$ cat src/u8v_pkg.sv
package u8v_pkg;

  localparam logic [7:0] CONT_BASE     = 8'h80;
  localparam logic [7:0] LEAD2_BASE    = 8'hC0;
  localparam logic [7:0] LEAD3_BASE    = 8'hE0;
  localparam logic [7:0] LEAD4_BASE    = 8'hF0;
  localparam logic [7:0] DIGIT_LO      = 8'h30;
  localparam logic [7:0] DIGIT_HI      = 8'h39;
  localparam logic [7:0] LOWER_LO      = 8'h61;
  localparam logic [7:0] LOWER_HI      = 8'h7A;
  localparam logic [7:0] UPPER_LO      = 8'h41;
  localparam logic [7:0] UPPER_HI      = 8'h5A;

  localparam int unsigned ADDR_W = 4;

  localparam logic [1:0] REG_FILTER_ON     = 2'd0;
  localparam logic [1:0] REG_ALLOW_DIGITS  = 2'd1;
  localparam logic [1:0] REG_ALLOW_LETTERS = 2'd2;

  typedef struct packed {
    logic [7:0] byte_value;
    logic       no_byte;
    logic       end_of_string;
  } item_t;

  typedef struct packed {
    logic ascii_filter_on;
    logic allow_digits;
    logic allow_letters;
  } cfg_t;

  typedef struct packed {
    logic valid;
    logic string_valid;
  } result_t;

  function automatic logic ascii_ok(input logic [7:0] b, input cfg_t cfg);
    logic ok;
    ok = 1'b0;
    if (!cfg.ascii_filter_on) begin
      ok = 1'b1;
    end else if (b inside {[DIGIT_LO:DIGIT_HI]}) begin
      ok = cfg.allow_digits;
    end else if (b inside {[LOWER_LO:LOWER_HI], [UPPER_LO:UPPER_HI]}) begin
      ok = cfg.allow_letters;
    end
    return ok;
  endfunction

endpackage

$ cat src/u8v_in_reg.sv
module u8v_in_reg
  import u8v_pkg::*;
(
  input  logic  clk,
  input  logic  rst,
  input  logic  in_valid,
  output logic  in_ready,
  input  item_t in_item,
  input  logic  advance,
  output logic  held_valid,
  output item_t held_item
);

  assign in_ready = !held_valid || advance;

  always_ff @(posedge clk) begin
    if (rst) begin
      held_valid <= 1'b0;
    end else if (in_ready) begin
      held_valid <= in_valid;
    end
  end

  always_ff @(posedge clk) begin
    if (in_valid && in_ready) begin
      held_item <= in_item;
    end
  end

endmodule

$ cat src/u8v_check.sv
module u8v_check
  import u8v_pkg::*;
(
  input  logic    clk,
  input  logic    rst,
  input  logic    fire,
  input  item_t   item,
  input  cfg_t    cfg,
  output result_t result
);

  logic [1:0] bytes_still_expected;
  logic       sequence_bad;
  logic       string_failed;
  logic [1:0] bytes_still_expected_next;
  logic       sequence_bad_next;
  logic       string_failed_next;
  logic [7:0] b;
  logic       cont;

  assign b    = item.byte_value;
  assign cont = (b & LEAD2_BASE) == CONT_BASE;

  always_comb begin
    bytes_still_expected_next = bytes_still_expected;
    sequence_bad_next         = sequence_bad;
    string_failed_next        = string_failed;
    if (!item.no_byte && !string_failed) begin
      if (bytes_still_expected != 2'd0) begin
        bytes_still_expected_next = bytes_still_expected - 2'd1;
        if (bytes_still_expected == 2'd1) begin
          if (!cont || sequence_bad) string_failed_next = 1'b1;
          sequence_bad_next = 1'b0;
        end else if (!cont) begin
          sequence_bad_next = 1'b1;
        end
      end else if (b < CONT_BASE) begin
        if (!ascii_ok(b, cfg)) string_failed_next = 1'b1;
      end else if (b < LEAD2_BASE) begin
        string_failed_next = 1'b1;
      end else if (b < LEAD3_BASE) begin
        bytes_still_expected_next = 2'd1;
        sequence_bad_next         = 1'b0;
      end else if (b < LEAD4_BASE) begin
        bytes_still_expected_next = 2'd2;
        sequence_bad_next         = 1'b0;
      end else begin
        string_failed_next = 1'b1;
      end
    end
  end

  always_comb begin
    result.valid        = fire && item.end_of_string;
    result.string_valid = !string_failed_next;
  end

  always_ff @(posedge clk) begin
    if (rst) begin
      bytes_still_expected <= 2'd0;
      sequence_bad         <= 1'b0;
      string_failed        <= 1'b0;
    end else if (fire) begin
      if (item.end_of_string) begin
        bytes_still_expected <= 2'd0;
        sequence_bad         <= 1'b0;
        string_failed        <= 1'b0;
      end else begin
        bytes_still_expected <= bytes_still_expected_next;
        sequence_bad         <= sequence_bad_next;
        string_failed        <= string_failed_next;
      end
    end
  end

endmodule

$ cat src/u8v_out_reg.sv
module u8v_out_reg
  import u8v_pkg::*;
(
  input  logic    clk,
  input  logic    rst,
  input  result_t result,
  output logic    free,
  output logic    out_valid,
  input  logic    out_ready,
  output logic    out_string_valid
);

  assign free = !out_valid || out_ready;

  always_ff @(posedge clk) begin
    if (rst) begin
      out_valid <= 1'b0;
    end else if (free) begin
      out_valid <= result.valid;
    end
  end

  always_ff @(posedge clk) begin
    if (free && result.valid) begin
      out_string_valid <= result.string_valid;
    end
  end

endmodule

$ cat src/utf8_byte_stream_validator.sv
// UTF-8 byte stream validator.
// Input stream: one byte per request on s_tdata; s_tuser set means the request
// carries no byte (used to close an empty string); s_tlast marks the last
// request of a string. Output stream: one verdict per string on m_tdata[0]
// (1 = string passed), sent after the request that carried s_tlast.
// Config: APB registers at 0x0 ascii_filter_on, 0x4 allow_digits,
// 0x8 allow_letters; write only while no string is in flight.
// Throughput: one request per cycle unless a closing request waits for the result
// register; the input register feeds the per-byte check and state update.
// Verdict path: the closing request is registered in the input register, and
// the check loads its verdict into the result register, which drives m_tvalid.
// Reset: clears string state and both valid flags; registers return to
// filter off, digits and letters allowed.
// Stall: while m_tready is low the verdict holds in the result register;
// bytes without s_tlast keep flowing, and the next closing request waits in
// the input register, which then backpressures s_tready.
module utf8_byte_stream_validator
  import u8v_pkg::*;
(
  input  logic              clk,
  input  logic              rst,
  input  logic              s_tvalid,
  output logic              s_tready,
  input  logic [7:0]        s_tdata,   // [7:0] byte_value
  input  logic              s_tuser,   // [0] no_byte
  input  logic              s_tlast,
  output logic              m_tvalid,
  input  logic              m_tready,
  output logic [7:0]        m_tdata,   // [0] string_valid, [7:1] zero
  input  logic              psel,
  input  logic              penable,
  input  logic              pwrite,
  input  logic [ADDR_W-1:0] paddr,
  input  logic [31:0]       pwdata,
  output logic [31:0]       prdata,
  output logic              pready
);

  cfg_t    cfg;
  item_t   in_item;
  item_t   held_item;
  logic    held_valid;
  logic    fire;
  logic    free;
  result_t result;
  logic    string_valid;

  assign pready = 1'b1;

  always_ff @(posedge clk) begin
    if (rst) begin
      cfg.ascii_filter_on <= 1'b0;
      cfg.allow_digits    <= 1'b1;
      cfg.allow_letters   <= 1'b1;
    end else if (psel && penable && pwrite && pready) begin
      case (paddr[3:2])
        REG_FILTER_ON:     cfg.ascii_filter_on <= pwdata[0];
        REG_ALLOW_DIGITS:  cfg.allow_digits    <= pwdata[0];
        REG_ALLOW_LETTERS: cfg.allow_letters   <= pwdata[0];
        default: ;
      endcase
    end
  end

  always_comb begin
    prdata = 32'd0;
    case (paddr[3:2])
      REG_FILTER_ON:     prdata[0] = cfg.ascii_filter_on;
      REG_ALLOW_DIGITS:  prdata[0] = cfg.allow_digits;
      REG_ALLOW_LETTERS: prdata[0] = cfg.allow_letters;
      default:           prdata    = 32'd0;
    endcase
  end

  assign in_item.byte_value    = s_tdata;
  assign in_item.no_byte       = s_tuser;
  assign in_item.end_of_string = s_tlast;

  assign fire = held_valid && (!held_item.end_of_string || free);

  u8v_in_reg u_in_reg (
    .clk        (clk),
    .rst        (rst),
    .in_valid   (s_tvalid),
    .in_ready   (s_tready),
    .in_item    (in_item),
    .advance    (fire),
    .held_valid (held_valid),
    .held_item  (held_item)
  );

  u8v_check u_check (
    .clk    (clk),
    .rst    (rst),
    .fire   (fire),
    .item   (held_item),
    .cfg    (cfg),
    .result (result)
  );

  u8v_out_reg u_out_reg (
    .clk              (clk),
    .rst              (rst),
    .result           (result),
    .free             (free),
    .out_valid        (m_tvalid),
    .out_ready        (m_tready),
    .out_string_valid (string_valid)
  );

  assign m_tdata = {7'd0, string_valid};

endmodule

$ cat config.mk
export PLATFORM = sky130hd
export DESIGN_NAME = utf8_byte_stream_validator
export DESIGN_NICKNAME = d
export VERILOG_FILES = /design/src/u8v_pkg.sv /design/src/u8v_in_reg.sv /design/src/u8v_check.sv /design/src/u8v_out_reg.sv /design/src/utf8_byte_stream_validator.sv
export SDC_FILE = /design/constraint.sdc
export NUM_CORES = 1
export LEC_CHECK = 0
export BUFFER_PORTS_ARGS = -buffer_cell sky130_fd_sc_hd__buf_4
export CELL_PAD_IN_SITES_DETAIL_PLACEMENT = 0
export CELL_PAD_IN_SITES_GLOBAL_PLACEMENT = 1
export CORE_ASPECT_RATIO = 0.75
export CORE_MARGIN = 4
export CORE_UTILIZATION = 27
export CTS_CLUSTER_DIAMETER = 150
export CTS_CLUSTER_SIZE = 40
export DETAILED_ROUTE_END_ITERATION = 10
export GPL_ROUTABILITY_DRIVEN = 0
export PLACE_DENSITY = 0.78
export SETUP_SLACK_MARGIN = 0.1
export SLEW_MARGIN = 0
export SYNTH_ARGS = -nofsm -noshare
export SYNTH_HDL_FRONTEND = slang
export SYNTH_SLANG_ARGS = --single-unit
export TNS_END_PERCENT = 50
$ cat constraint.sdc
create_clock -name clk -period 1.81 [get_ports clk]
set_input_delay 0.0905 -clock clk [delete_from_list [all_inputs] [get_ports clk]]
set_output_delay 0.0905 -clock clk [all_outputs]
set_load 0.01 [all_outputs]
# After elaboration in Yosys (flattened, before gate mapping)
# Cells that the tools add are included.
totals:
  output_inout_bits: 43
  inputBits: 53
  regBits: 20
classes:
  n_eq_ne: 7
  n_reduce_logical: 31
  addsub: 1
  n_lt_le_gt_ge: 10
  muxes: 33
ops:
  columns: ["operator", "count"]
  rows:
  - ["8-bit less-than comparator, second input constant", 4]
  - ["1-bit two-way mux", 25]
  - ["8-bit by 7-bit >= comparator with 1-bit output, second input constant", 2]
  - ["8-bit by 7-bit <= comparator with 1-bit output, second input constant", 2]
  - ["2-bit two-way mux", 7]
  - ["1-bit logical AND", 10]
  - ["8-bit by 6-bit >= comparator with 1-bit output, second input constant", 1]
  - ["8-bit by 6-bit <= comparator with 1-bit output, second input constant", 1]
  - ["1-bit zero test", 7]
  - ["3-bit by 2-bit != test with 1-bit output, second input constant", 2]
  - ["2-bit AND reduction", 3]
  - ["6-bit AND reduction", 1]
  - ["2-bit nonzero test", 3]
  - ["5-bit AND reduction", 1]
  - ["2-bit by 1-bit equality test with 1-bit output, second input constant", 2]
  - ["2-bit equality test, second input constant", 2]
  - ["1-bit logical OR", 4]
  - ["4-bit != test, second input constant", 1]
  - ["4-bit nonzero test", 1]
  - ["1-bit one-hot mux with 3 select lines", 1]
  - ["2-bit zero test", 1]
  - ["2-bit by 1-bit subtractor with 2-bit output, second input constant", 1]

# Longest topological paths before layout
depth:
  depth_word: 14
  depth_mapped: 4

# Modules after synthesis
# A second synthesis with hierarchy kept.
hier_totals:
  cells_unflattened: 125
  hier_area_um2: 1280.0
modules_own_cells:
  columns: ["mod", "n_inst", "cells_each", "seq_area_each_um2", "area_each_um2"]
  rows:
  - ["utf8_byte_stream_validator", 1, 62, 60.1, 495.5]
  - ["u8v_in_reg", 1, 15, 320.3, 355.3]
  - ["u8v_check", 1, 42, 80.1, 344.1]
  - ["u8v_out_reg", 1, 6, 50.0, 85.1]

# Worst setup path before layout
# OpenSTA, ideal clock, no wires.
synth_timing:
  path_kind: "flip-flop to flip-flop"
  startpoint: "reg, netlist name u_in_reg.held_item[6]"
  endpoint: "reg u_out_reg.out_string_valid (data pin)"
  period_less_slack_ns: 1.582
  slack_ns: 0.228
  required_time_ns: 1.536
  stages_incl_launch_ff: 5
  arrival_ns: 1.309
  path_cell_list: "edfxtp_1 -> or4_4 -> o211ai_2 -> a311o_1 -> o21ai_0"
synth_lines:
  columns: ["item", "line", "rtl"]
  rows:
  - ["end signal, assigned", "u8v_out_reg.sv:25", "out_string_valid <= result.string_valid;"]
  - ["end, declared", "u8v_out_reg.sv:10", "output logic out_string_valid"]

==> impl_summary.md <==
CTS
The clock passes through at most 2 buffers. TritonCTS built the clock tree. In this run the number of H-tree levels came out at 1.

After clock tree synthesis, the clock-pin slew on the worst setup and hold paths is 0.07 ns. The clock buffer count from CTS is 3. The clock latency on the worst-skew pair is 0.26 ns.

The clock tree root driver cell is sky130_fd_sc_hd__clkbuf_8. The clock net in this run drives a total of 20 sinks.

Die
The number of top-level design ports is 96. The chip height is 65.6 µm. After floorplanning, the core was sized to cover 0.00415 mm². Once the floorplan was initialized, standard cells occupied 28.7% of the core. The floorplan step defined a die boundary enclosing 0.00555 mm². The number of core rows is 20.

The floorplan step set the die width to 84.7 µm.

Place
The area of placed instances is 0.00128 mm². Timing analysis after detailed placement gives a worst setup slack of 0.0890 ns. The placed wire-length estimate is 1730 µm.

In this run, placement finished with an instance count of 193. The count of buffers added on input and output ports is 23.

Route
After the first detailed-routing iteration, the DRC count stood at 24. The count of nets left with antenna violations once routing finished came out at 0. Signal routing reaches up to met4. The total DRC errors in the routed layout is 0. In the final routed layout, each cell accounts on average for 10.5 µm. Summing over every cut layer, the via total after detailed routing is 829.

The met2 wire length is 1040 µm. Summed over all layers, the routed wires come to 2210 µm. The first TritonRoute pass finished after 4 iterations. The wire length the detailed router placed on met1 is 940 µm. Detailed routing placed a total of 202 µm of wire on met3. The via-per-instance ratio is 3.95.

Finish
The final layout contains 209 nets. Cells fill 35.6% of the core in the end. Excluding fillers, the count of instances in the completed layout stands at 210. After routing the design area is 0.00148 mm². The final-layout fill cell count is 416. The diode insertion count for antenna repair is 0. The synthesis-to-finish area growth is 24.1%. Of the cells placed in the final design, the portion with a size suffix greater than 1 is 24.5%.

Power
The switching part of the total power is 21.9%. The clock network power share is 40.4%. The total power per unit cell area is 744 mW/mm². Of the total power, combinational logic draws 13.1%. The internal power component is 0.861 mW.

The share of total power dissipated in sequential elements is 46.6%. The static leakage is 0.646 nW. VDD sags by at most 0.515 mV.

The analysis attributes to net switching a power of 0.241 mW. The power after layout is 1.10 mW.

Yosys
The synthesized netlist devotes 12.8% of its cell area to simple gates. Of the total synthesized cell area, the portion taken by XOR and XNOR cells is 0%. The total standard cell area after synthesis is 0.00119 mm². The sequential share of the synthesized area is 42.8%.

A synthesized cell averages 10.1 µm². Of the post-synthesis cell area, the part taken by muxes is 3.36%. Summing the areas of all compound-gate instances in the mapped netlist gives 14.0% of the synthesized area.

The distinct cell type count after synthesis is 34. The number of synthesized register bits is 20. Counting every instance in the synthesized netlist gives 118. After synthesis, the largest family of logic cells by area is buffers and inverters.

The Yosys step of the flow raised 0 warnings. The post-synthesis adder-cell area fraction is 0%.

STA
The number of setup violations in the final report is 0. The final period utilization is 90.6%. The number of endpoints with negative hold slack in the final report is 0. Counting I/O delays and the setup requirement, the final critical path takes 1.64 ns. The final-layout worst hold slack is 0.0556 ns. Setup repair after global routing left no endpoint under its margin. The number of pins exceeding their max-slew limit in the final report was 0. The fmax is 610 MHz. The final sum of negative setup slack is 0 ns. The slack of the critical path is 0.171 ns. The worst clock skew on the final layout is 0.00142 ns.

Setup path
The setup slack on the worst flop-to-flop path is 0.17 ns. In this run the critical register-to-register path is captured at u_out_reg.out_string_valid. The required time of the worst setup path is 1.82 ns. STA classifies the critical path startpoint as a flip-flop. The count of cells along the worst register-to-register path is 4. The peak fanout along the critical path is 2. Following the worst setup path forward leads to its endpoint at u_out_reg.out_string_valid. The worst setup path is captured at a flip-flop. At the worst endpoint, the arrival time is 1.65 ns. The startpoint of the lowest-slack register-to-register path is u_in_reg.held_item[3]. The category of the most critical setup path is reg2reg. The critical path starts at u_in_reg.held_item[3].

Global route
The number of global-route vias before repair came to 745. The initial antenna violation count is 0. Across every metal layer, demand over resource in global routing totals 7.64%.

The first global-routing pass estimated 3350 µm of wire. The pin count of the biggest net entering global routing is 13. The leftover overflow at the end of global routing is 0.

Worst hold path
The class of the tightest hold or removal check is in2reg.

Flow run
The max-cap violation count is 0.

Run status
The run finished with clean final reports.
==> cells in the final DEF, fill, tap and decap left out, types with 4 or more instances in the layout <==
cell type / count
sky130_fd_sc_hd__nand2b_1: 5
sky130_fd_sc_hd__buf_4: 27
sky130_fd_sc_hd__edfxtp_1: 11
sky130_fd_sc_hd__a21oi_1: 7
sky130_fd_sc_hd__dlygate4sd3_1: 10
sky130_fd_sc_hd__dfxtp_1: 9
sky130_fd_sc_hd__conb_1: 39
sky130_fd_sc_hd__mux2i_1: 4
==> registers in the layout (all words and copies together), names as in the netlist <==
signal / count
u_in_reg.held_valid: 1
u_check.sequence_bad: 1
u_check.bytes_still_expected: 2
u_out_reg.out_valid: 1
cfg: 3
u_check.string_failed: 1
u_out_reg.out_string_valid: 1
u_in_reg.held_item: 10
==> cell usage after synthesis, drive strengths merged <==
cell	number	share of area (%)
or3	1	0.52
and2	1	0.52
mux2i	4	3.4
o31ai	1	0.63
nor2	3	0.94
o21ai	4	1.7
o211a	2	1.7
a211o	1	0.73
conb	2	0.63
nand3b	1	0.63
nand4b	1	0.73
a21bo	1	0.84
o211ai	3	2.3
edfxtp	11	28
a311oi	1	0.73
a21oi	7	2.9
nand3	1	0.42
nor3	3	1.7
o311a	1	0.84
or4	1	0.94
dfxtp	9	15
nand4	1	0.52
clkbuf	1	0.31
or2	1	0.52
a2111oi	1	0.73
inv	3	0.94
buf	40	25
nor2b	1	0.52
nand2	3	0.94
nand2b	5	2.6
a311o	1	0.84
nor3b	2	1.3
==> how the worst min path moves through the flow <==
stage / start / cells after the start / end
6_report: rst / 2 / u_out_reg.out_valid
5_1_grt: rst / 2 / u_check.bytes_still_expected[1]
4_1_cts: s_tdata[0] / 1 / u_in_reg.held_item[2]
3_5_place_dp: s_tuser / 1 / u_in_reg.held_item[1]
3_3_place_gp: s_tuser / 1 / u_in_reg.held_item[1]
2_1_floorplan: s_tlast / 0 / u_in_reg.held_item[0]
==> worst max-delay path, cell delays in order, from the launching register on <==
cell and delay, ns:
sky130_fd_sc_hd__edfxtp_1 0.39, sky130_fd_sc_hd__or4_4 0.55, sky130_fd_sc_hd__o211ai_2 0.14, sky130_fd_sc_hd__a311o_1 0.23, sky130_fd_sc_hd__o21ai_2 0.07
==> what timing repair did <==
item                       in CTS  in global routing
resized for setup               1                  3
pin swaps                       1                  2
hold buffers                    8                  2
setup endpoints to repair       1                  1
hold endpoints to repair        8                  2
buffers inserted                2                  1
==> final cells by class <==
class                      count  area (µm²)  area share, %
clock inverter                 1        30.0           2.03
multi-input combinational     91         515           34.8
tap                           55        68.8           4.65
inverter                       3        11.3          0.761
sequential                    20         510           34.5
clock buffer                   3        41.3           2.79
timing repair buffer          37         303           20.5
==> metal layers <==
metal,vias to the layer above,GRT usage (%)
li1,410,-
met1,370,10.0
met2,47,11.5
met3,2,3.01
met4,0,2.37
met5,-,0
==> power by group through the flow <==
stage                     sequential (mW)  clock, mW  combinational [mW]
after detailed placement            0.523          0               0.117
after global placement              0.522          0               0.115
after global routing                0.515      0.473               0.160
after floorplan                     0.519          0               0.134
after CTS                           0.512      0.455               0.134
final                               0.513      0.445               0.144
==> cell families after synthesis <==
family	count (synthesis)
other	2
muxes	4
and+or+nand+nor	25
AOI/OAI and AO/OA	23
DFF	20
buffers and inverters	44
Power figures use the tool's default switching activity.
